`src/rtl/zlhw_pkg.sv`:
```
// Shared types and constants for the ZIP local header walker.
package zlhw_pkg;

    localparam logic [31:0] LOCAL_SIG     = 32'h04034b50;
    localparam int          DESC_FLAG_BIT = 3;
    localparam logic [31:0] DEX_TAIL      = 32'h2E646578;
    localparam logic [4:0]  HDR_LAST_IDX  = 5'd29;
    localparam logic [2:0]  BASE_LEN_MAX  = 3'd5;
    localparam logic [7:0]  CHAR_SLASH    = 8'h2F;
    localparam logic [7:0]  CHAR_BSLASH   = 8'h5C;

    localparam logic KIND_ENTRY  = 1'b0;
    localparam logic KIND_STATUS = 1'b1;

    localparam logic [1:0] ST_OK        = 2'd0;
    localparam logic [1:0] ST_TRUNC_HDR = 2'd1;
    localparam logic [1:0] ST_DATA_DESC = 2'd2;
    localparam logic [1:0] ST_DATA_OOB  = 2'd3;

    typedef enum logic [4:0] {
        PH_HEADER  = 5'b00001,
        PH_NAME    = 5'b00010,
        PH_EXTRA   = 5'b00100,
        PH_DATA    = 5'b01000,
        PH_STOPPED = 5'b10000
    } phase_t;

    typedef struct packed {
        logic        kind;
        logic [15:0] method;
        logic [31:0] crc_value;
        logic [31:0] packed_size;
        logic [31:0] plain_size;
        logic [31:0] data_start;
        logic [1:0]  status;
        logic        last_result;
    } record_t;

    // records produced by one accepted byte, first in rec_a
    typedef struct packed {
        logic [1:0] push_cnt;
        record_t    rec_a;
        record_t    rec_b;
    } walk_out_t;

endpackage

```
`src/rtl/zlhw_walker.sv`:
```
// Header walker: per-byte state update and record generation.
module zlhw_walker
    import zlhw_pkg::*;
(
    input  logic       aclk,
    input  logic       aresetn,
    input  logic       in_valid,
    input  logic [7:0] in_byte,
    input  logic       in_final,
    output walk_out_t  walk_out
);

    phase_t      phase_reg,    phase_next;
    logic [4:0]  idx_reg,      idx_next;
    logic [15:0] flag_reg,     flag_next;
    logic [15:0] method_reg,   method_next;
    logic [31:0] crc_reg,      crc_next;
    logic [31:0] packed_reg,   packed_next;
    logic [31:0] plain_reg,    plain_next;
    logic [15:0] name_len_reg, name_len_next;
    logic [15:0] extra_len_reg, extra_len_next;
    logic [31:0] skip_reg,     skip_next;
    logic [31:0] offset_reg,   offset_next;
    logic [2:0]  base_len_reg, base_len_next;
    logic [31:0] tail_reg,     tail_next;
    logic [1:0]  err_reg,      err_next;

    record_t entry_rec, status_rec;
    logic    entry_vld;

    always_comb begin
        logic        names_done;
        logic        data_done;
        logic [31:0] skip_dec;
        logic [4:0]  k_crc, k_packed, k_plain;
        logic [1:0]  st;

        phase_next     = phase_reg;
        idx_next       = idx_reg;
        flag_next      = flag_reg;
        method_next    = method_reg;
        crc_next       = crc_reg;
        packed_next    = packed_reg;
        plain_next     = plain_reg;
        name_len_next  = name_len_reg;
        extra_len_next = extra_len_reg;
        skip_next      = skip_reg;
        offset_next    = offset_reg + 32'd1;
        base_len_next  = base_len_reg;
        tail_next      = tail_reg;
        err_next       = err_reg;
        names_done     = 1'b0;
        data_done      = 1'b0;
        entry_vld      = 1'b0;
        skip_dec       = skip_reg - 32'd1;
        k_crc          = idx_reg - 5'd14;
        k_packed       = idx_reg - 5'd18;
        k_plain        = idx_reg - 5'd22;
        st             = ST_OK;

        case (phase_reg)
            PH_HEADER: begin
                if (idx_reg == 5'd0) begin
                    flag_next      = '0;
                    method_next    = '0;
                    crc_next       = '0;
                    packed_next    = '0;
                    plain_next     = '0;
                    name_len_next  = '0;
                    extra_len_next = '0;
                    base_len_next  = '0;
                    tail_next      = '0;
                end
                // each stored header byte lands in its own slice exactly once
                if (idx_reg inside {[5'd0:5'd3]}) begin
                    if (in_byte != LOCAL_SIG[{idx_reg[1:0], 3'b000} +: 8]) begin
                        phase_next = PH_STOPPED;
                    end
                end else if (idx_reg inside {[5'd6:5'd7]}) begin
                    flag_next[{idx_reg[0], 3'b000} +: 8] = in_byte;
                end else if (idx_reg inside {[5'd8:5'd9]}) begin
                    method_next[{idx_reg[0], 3'b000} +: 8] = in_byte;
                end else if (idx_reg inside {[5'd14:5'd17]}) begin
                    crc_next[{k_crc[1:0], 3'b000} +: 8] = in_byte;
                end else if (idx_reg inside {[5'd18:5'd21]}) begin
                    packed_next[{k_packed[1:0], 3'b000} +: 8] = in_byte;
                end else if (idx_reg inside {[5'd22:5'd25]}) begin
                    plain_next[{k_plain[1:0], 3'b000} +: 8] = in_byte;
                end else if (idx_reg inside {[5'd26:5'd27]}) begin
                    name_len_next[{idx_reg[0], 3'b000} +: 8] = in_byte;
                end else if (idx_reg inside {[5'd28:5'd29]}) begin
                    extra_len_next[{idx_reg[0], 3'b000} +: 8] = in_byte;
                end
                if (phase_next == PH_HEADER) begin
                    if (idx_reg >= HDR_LAST_IDX) begin
                        idx_next = '0;
                        if (name_len_next != '0) begin
                            skip_next  = {16'd0, name_len_next};
                            phase_next = PH_NAME;
                        end else if (extra_len_next != '0) begin
                            skip_next  = {16'd0, extra_len_next};
                            phase_next = PH_EXTRA;
                        end else begin
                            names_done = 1'b1;
                        end
                    end else begin
                        idx_next = idx_reg + 5'd1;
                    end
                end
            end
            PH_NAME: begin
                if (in_byte == CHAR_SLASH || in_byte == CHAR_BSLASH) begin
                    base_len_next = '0;
                    tail_next     = '0;
                end else begin
                    tail_next = {tail_reg[23:0], in_byte};
                    if (base_len_reg < BASE_LEN_MAX) begin
                        base_len_next = base_len_reg + 3'd1;
                    end
                end
                skip_next = skip_dec;
                if (skip_dec == '0) begin
                    if (extra_len_reg != '0) begin
                        skip_next  = {16'd0, extra_len_reg};
                        phase_next = PH_EXTRA;
                    end else begin
                        names_done = 1'b1;
                    end
                end
            end
            PH_EXTRA: begin
                skip_next = skip_dec;
                if (skip_dec == '0) begin
                    names_done = 1'b1;
                end
            end
            PH_DATA: begin
                skip_next = skip_dec;
                if (skip_dec == '0) begin
                    data_done = 1'b1;
                end
            end
            PH_STOPPED: begin
            end
            default: begin
            end
        endcase

        if (names_done) begin
            if (flag_next[DESC_FLAG_BIT]) begin
                err_next   = ST_DATA_DESC;
                phase_next = PH_STOPPED;
            end else if (packed_next == '0) begin
                data_done = 1'b1;
            end else begin
                skip_next  = packed_next;
                phase_next = PH_DATA;
            end
        end

        if (data_done) begin
            entry_vld  = (base_len_next >= BASE_LEN_MAX) && (tail_next == DEX_TAIL);
            phase_next = PH_HEADER;
            idx_next   = '0;
        end

        entry_rec.kind        = KIND_ENTRY;
        entry_rec.method      = method_next;
        entry_rec.crc_value   = crc_next;
        entry_rec.packed_size = packed_next;
        entry_rec.plain_size  = plain_next;
        entry_rec.data_start  = offset_next - packed_next;
        entry_rec.status      = ST_OK;
        entry_rec.last_result = !in_final;

        if (err_next != ST_OK) begin
            st = err_next;
        end else if (phase_next == PH_NAME || phase_next == PH_EXTRA) begin
            st = ST_TRUNC_HDR;
        end else if (phase_next == PH_DATA) begin
            st = ST_DATA_OOB;
        end
        status_rec             = '0;
        status_rec.kind        = KIND_STATUS;
        status_rec.status      = st;
        status_rec.last_result = 1'b1;

        // final byte: status goes out and the walker starts over
        if (in_final) begin
            phase_next     = PH_HEADER;
            idx_next       = '0;
            flag_next      = '0;
            method_next    = '0;
            crc_next       = '0;
            packed_next    = '0;
            plain_next     = '0;
            name_len_next  = '0;
            extra_len_next = '0;
            skip_next      = '0;
            offset_next    = '0;
            base_len_next  = '0;
            tail_next      = '0;
            err_next       = ST_OK;
        end
    end

    always_comb begin
        walk_out = '0;
        if (in_valid) begin
            if (entry_vld) begin
                walk_out.rec_a    = entry_rec;
                walk_out.rec_b    = status_rec;
                walk_out.push_cnt = in_final ? 2'd2 : 2'd1;
            end else if (in_final) begin
                walk_out.rec_a    = status_rec;
                walk_out.push_cnt = 2'd1;
            end
        end
    end

    always_ff @(posedge aclk) begin
        if (!aresetn) begin
            phase_reg     <= PH_HEADER;
            idx_reg       <= '0;
            flag_reg      <= '0;
            method_reg    <= '0;
            crc_reg       <= '0;
            packed_reg    <= '0;
            plain_reg     <= '0;
            name_len_reg  <= '0;
            extra_len_reg <= '0;
            skip_reg      <= '0;
            offset_reg    <= '0;
            base_len_reg  <= '0;
            tail_reg      <= '0;
            err_reg       <= ST_OK;
        end else if (in_valid) begin
            phase_reg     <= phase_next;
            idx_reg       <= idx_next;
            flag_reg      <= flag_next;
            method_reg    <= method_next;
            crc_reg       <= crc_next;
            packed_reg    <= packed_next;
            plain_reg     <= plain_next;
            name_len_reg  <= name_len_next;
            extra_len_reg <= extra_len_next;
            skip_reg      <= skip_next;
            offset_reg    <= offset_next;
            base_len_reg  <= base_len_next;
            tail_reg      <= tail_next;
            err_reg       <= err_next;
        end
    end

endmodule

```
`src/rtl/zlhw_out_queue.sv`:
```
// Three-slot result queue between the walker and the master port.
module zlhw_out_queue
    import zlhw_pkg::*;
(
    input  logic       aclk,
    input  logic       aresetn,
    input  walk_out_t  walk_out,
    input  logic       pop,
    output record_t    head,
    output logic       head_valid,
    output logic       room_for_two,
    output logic [1:0] fill
);

    localparam int DEPTH = 3;

    record_t    slot_reg [DEPTH];
    record_t    slot_next [DEPTH];
    logic [1:0] cnt_reg, cnt_next;

    always_comb begin
        logic [1:0] cnt_pop;

        for (int i = 0; i < DEPTH; i++) begin
            slot_next[i] = slot_reg[i];
        end
        cnt_pop = cnt_reg;
        if (pop && cnt_reg != 2'd0) begin
            slot_next[0] = slot_reg[1];
            slot_next[1] = slot_reg[2];
            cnt_pop      = cnt_reg - 2'd1;
        end
        for (int i = 0; i < DEPTH; i++) begin
            if (walk_out.push_cnt != 2'd0 && cnt_pop == i[1:0]) begin
                slot_next[i] = walk_out.rec_a;
            end
            if (walk_out.push_cnt == 2'd2 && cnt_pop + 2'd1 == i[1:0]) begin
                slot_next[i] = walk_out.rec_b;
            end
        end
        cnt_next = cnt_pop + walk_out.push_cnt;
    end

    always_ff @(posedge aclk) begin
        for (int i = 0; i < DEPTH; i++) begin
            slot_reg[i] <= slot_next[i];
        end
    end

    always_ff @(posedge aclk) begin
        if (!aresetn) begin
            cnt_reg <= '0;
        end else begin
            cnt_reg <= cnt_next;
        end
    end

    assign head         = slot_reg[0];
    assign head_valid   = (cnt_reg != 2'd0);
    assign room_for_two = (cnt_reg <= 2'd1);
    assign fill         = cnt_reg;

endmodule

```
`src/rtl/zip_local_header_walker.sv`:
```
// Top level of the ZIP local header walker.
//
//  channel | direction | tdata                          | tuser | tlast
//  s_      | in        | data_byte                      | -     | final_byte
//  m_      | out       | method..data_start, status     | kind  | last_result
//
// One archive byte is taken per cycle while s_tready is high; its records are
// registered into the result queue and are there in the cycle after the transfer.
// A byte yields at most two records (entry, then status on the final byte).
// s_tready depends only on the queue fill: it is high while two slots are free.
// A stall on m_ holds the queue head; input stalls while two or more records wait.
// Synchronous active-low reset returns the walker to the first header byte.
module zip_local_header_walker
    import zlhw_pkg::*;
(
    input  logic         aclk,
    input  logic         aresetn,
    input  logic         s_tvalid,
    output logic         s_tready,
    input  logic [7:0]   s_tdata,   // [7:0] data_byte
    input  logic         s_tlast,
    output logic         m_tvalid,
    input  logic         m_tready,
    output logic [151:0] m_tdata,   // method, crc_value, packed_size, plain_size,
                                    // data_start, status, zero pad
    output logic [0:0]   m_tuser,   // [0] kind
    output logic         m_tlast
);

    walk_out_t  walk_out;
    record_t    head;
    logic       head_valid;
    logic       room_for_two;
    logic [1:0] fill;
    logic       s_xfer;

    assign s_tready = room_for_two;
    assign s_xfer   = s_tvalid && s_tready;

    zlhw_walker u_walker (
        .aclk     (aclk),
        .aresetn  (aresetn),
        .in_valid (s_xfer),
        .in_byte  (s_tdata),
        .in_final (s_tlast),
        .walk_out (walk_out)
    );

    zlhw_out_queue u_queue (
        .aclk         (aclk),
        .aresetn      (aresetn),
        .walk_out     (walk_out),
        .pop          (m_tvalid && m_tready),
        .head         (head),
        .head_valid   (head_valid),
        .room_for_two (room_for_two),
        .fill         (fill)
    );

    assign m_tvalid = head_valid;
    assign m_tuser  = head.kind;
    assign m_tlast  = head.last_result;
    assign m_tdata  = {6'd0, head.status, head.data_start, head.plain_size,
                       head.packed_size, head.crc_value, head.method};

    a_fill_bound: assert property (@(posedge aclk) disable iff (!aresetn)
        fill != 2'd3 || !s_tready)
        else $error("input taken with a full result queue");

    a_status_last: assert property (@(posedge aclk) disable iff (!aresetn)
        (m_tvalid && m_tuser[0] == KIND_STATUS) |-> m_tlast)
        else $error("status record not marked last");

    a_final_yields: assert property (@(posedge aclk) disable iff (!aresetn)
        (s_tvalid && s_tready && s_tlast) |=> m_tvalid)
        else $error("final byte produced no record");

endmodule

```
`config.mk`:
```
export PLATFORM = sky130hd
export DESIGN_NAME = zip_local_header_walker
export DESIGN_NICKNAME = d
export VERILOG_FILES = /design/src/rtl/zlhw_pkg.sv /design/src/rtl/zlhw_walker.sv /design/src/rtl/zlhw_out_queue.sv /design/src/rtl/zip_local_header_walker.sv
export SDC_FILE = /design/constraint.sdc
export NUM_CORES = 2
export LEC_CHECK = 0
export ABC_AREA = 1
export BUFFER_PORTS_ARGS = -buffer_cell sky130_fd_sc_hd__buf_2
export CORE_MARGIN = 1
export CORE_UTILIZATION = 69
export CTS_BUF_LIST = sky130_fd_sc_hd__clkbuf_8
export DETAILED_ROUTE_END_ITERATION = 16
export PLACE_DENSITY_LB_ADDON = 0.1
export SLEW_MARGIN = 15
export SYNTH_ARGS = -nofsm -noshare
export SYNTH_HDL_FRONTEND = slang
export SYNTH_SLANG_ARGS = --single-unit
```
`constraint.sdc`:
```
create_clock -name aclk -period 9.8 [get_ports aclk]
set_input_delay 1.96 -clock aclk [delete_from_list [all_inputs] [get_ports aclk]]
set_output_delay 1.96 -clock aclk [all_outputs]
set_load 0.01 [all_outputs]
```
==> impl_metrics.py <==
metrics = {
    "outcome": {
        "status": "complete, no violations",
    },
    "timing": {
        "fin_skew_ns": 0.03215,
        "tightest_slew_ns": 1.140,
        "rsz0062_at_grt": "false",
        "finalCriticalPeriod_ns": 7.709,
        "timing.fmax_ghz": 0.1297,
        "max_slew_margin_pct": 23.99,
        "final.setup.tns_ns": 0,
        "drv_slew": 0,
        "period_share_pct": 78.66,
        "timing.final.ws_setup_ns": 2.091,
        "finalSetupViolCount": 0,
        "hold_viol": 0,
    },
    "logic_synthesis": {
        "yosysUniqueCellTypes": 66,
        "yosysTopAreaCell": "dfxtp_1",
        "synth_edf_count": 12,
        "synth_async_sr_flop_share_pct": 0,
        "syn_area_sq_um": 38130,
        "yosysTopAreaCellShare_pct": 36.23,
        "synth_most_common_cell": "nand2_1",
        "avgSynthCellArea_sq_um": 6.372,
        "yosysSeqAreaShare_pct": 37.18,
        "ys_top_cells_by_area": "dfxtp_1 (36%), nand2_1 (23%), a21oi_1 (6.2%), nor2_1 (5.0%), inv_1 (4.4%)",
        "ys.flop_type": "dfxtp_1",
        "syn_inst": 5983,
        "synth_warnings": 0,
        "yosys-top-cells-count": "nand2_1 (2,288), dfxtp_1 (690), nor2_1 (507)",
        "synth-seq-cells": 702,
    },
    "clocking": {
        "clkLatencyLatePin_ns": 0.76,
        "cts_tree": "built",
        "clock_path_buffers": 3,
        "cts_max_level": 3,
        "cts_buffers": 112,
        "cts_setup_buffers": 0,
        "cts_root_buf": "clkbuf_8",
        "clkSinkCount": 702,
        "cts_resized": 0,
        "cts_hold_buf": 0,
        "path_clk_slew_ns": 0.07,
    },
    "setup_path": {
        "worstReg2RegStart": "u_walker.idx_reg[0]",
        "slowest_delay_ns": 0.86,
        "crit_path_start_kind": "register",
        "cp_data_arrival_time_ns": 8.35,
        "r2r_slack_ns": 2.09,
        "cpMostUsedCell": "nand2_1",
        "timing.rr.end": "u_queue.slot_reg[0][206]",
        "end_kind": "register",
        "cp.required_ns": 10.44,
        "crit_type": "register to register",
        "critPathSlowestCell": "ha_1",
        "reg2reg_depth": 36,
        "path_max_fanout": 70,
    },
    "pwr": {
        "peakVddDrop_uv": 195.6,
        "p_clk_share_pct": 22.7,
        "p_comb_share_pct": 40.7,
        "power_per_cell_area_nw_per_um2": 289.3,
        "switchingPower_mw": 4.847,
        "swShare_pct": 41.65,
        "p_int_mw": 6.791,
        "pwr-share-seq_pct": 36.5,
        "power_leakage_nw": 17.87,
    },
    "placed_design": {
        "place_congestion": 1.009,
        "preCtsSetupSlack_ns": 2.069,
        "hpwl_um": 80690,
        "portBuffers": 162,
        "place_inst": 6404,
        "dpl_cell_area_sq_um": 37870,
    },
    "layout": {
        "drive_gt1_share_pct": 8.125,
        "stdcell_count": 6606,
        "fin_nets": 5883,
        "largest_reg_flops": 444,
        "synthToLayoutAreaGrowth_pct": 5.503,
        "fin_area_sq_um": 40220,
    },
    "grt": {
        "grt_max_degree": 154,
        "antenna_found_initial": 5,
        "grt_pass1_vias": 35040,
        "grt_first_pass_wirelength_um": 187800,
        "grt_overflow": 0,
        "grt.total_usage_pct": 41.37,
    },
    "worst_hold_path": {
        "holdPathEnd": "u_queue.slot_reg[0][55]",
        "hold_class": "register to register",
        "min_from": "u_queue.slot_reg[0][55]",
        "hold_path_depth": 2,
    },
    "floorplanning": {
        "start_util_pct": 70.29,
        "core_area_sq_um": 54240,
        "die_width_um": 237.1,
        "rows": 85,
        "die_area_sq_um": 56200,
        "pin_count": 169,
        "die_height_um": 237.1,
    },
    "routing": {
        "drt-pass1-iter-count": 7,
        "drc": 0,
        "drtIter0Drc": 4773,
        "viasPerCell": 5.954,
        "postRouteAntennaNets": 0,
        "routedWlPerCell_um": 18.18,
        "drt_wl_total_um": 120100,
        "via_count": 39330,
    },
    "flow_run": {
        "maxCapViolations": 0,
    },
}
-- critical path: cells and delay by family, from the launching register on --
kind / cells / cell delay, ns
AND/OR/NAND/NOR: 23 / 3.23
flip-flops: 1 / 0.31
buffers and inverters: 10 / 2.66
adder cells (fa/ha/maj): 2 / 1.09
AO/OA/AOI/OAI: 1 / 0.21
-- logic make-up after synthesis --
kind of cell	Yosys count	synth area share [%]
and+or+nand+nor	3186	33.35
AOI/OAI and AO/OA	1020	15.10
buffers and inverters	960	11.26
DFF	702	37.18
xor gates and xnor gates	66	1.516
adders and majority gates	48	1.595
other	1	0.009836
-- per-layer routing --
metal / GRT usage [%] / vias to the layer above / wire length (um)
met5: 0 / - / 46
met4: 23.42 / 8 / 6928
met3: 8.289 / 435 / 12140
met2: 64.44 / 2171 / 53340
met1: 53.57 / 18000 / 47610
li1: - / 18720 / -
-- area by class of cell --
class	instances	area, sq um
multi-input cells	4326	19760
flip-flops and latches	702	14170
fillers	4597	14010
clock buffers	141	1941
inverters	471	1785
repair buffers	209	1276
well taps	696	870.8
clock inverters	59	414.1
diodes	2	5.005
-- per-stage QoR --
step | hold slack, ns | power [mW] | util (%)
detailed placement | 0.4334 | 8.902 | 69.81
global placement | 0.4312 | 8.775 | 69.81
finish | 0.4450 | 11.64 | 74.16
global route | 0.4615 | 12.35 | 74.16
CTS | 0.4494 | 11.54 | 74.15
floorplan | 0.4231 | 7.867 | -
-- worst max-delay path by stage --
| stage | from | endpoint | slack, ns |
|---|---|---|---|
| 4_1_cts | u_walker.idx_reg[0] | u_queue.slot_reg[0][206] | 2.37 |
| 5_1_grt | u_walker.idx_reg[0] | u_queue.slot_reg[0][206] | 1.81 |
| 6_report | u_walker.idx_reg[0] | u_queue.slot_reg[0][206] | 2.09 |
| 3_3_place_gp | s_tdata[1] | u_queue.slot_reg[0][254] | 2.27 |
| 2_1_floorplan | s_tdata[5] | u_queue.slot_reg[0][0] | 3.98 |
| 3_5_place_dp | s_tdata[5] | u_queue.slot_reg[0][209] | 2.07 |
-- power by group through the flow --
stage	Combinational, mW	Clock, mW	Sequential, mW
2_1_floorplan	3.68	0	4.19
3_3_place_gp	4.52	0	4.26
3_5_place_dp	4.62	0	4.28
4_1_cts	4.66	2.64	4.23
5_1_grt	5.24	2.78	4.33
6_report	4.74	2.65	4.25
-- cell usage in the layout (no fill, tap or decap), types with 141 or more instances in the layout --
cell	n
clkbuf_8	141
dfxtp_1	690
nand2_1	2285
o22ai_1	213
a21oi_1	471
o21ai_0	176
buf_2	162
nand3_1	224
nor2_1	503
inv_1	482
Power figures use the tool's default switching activity.
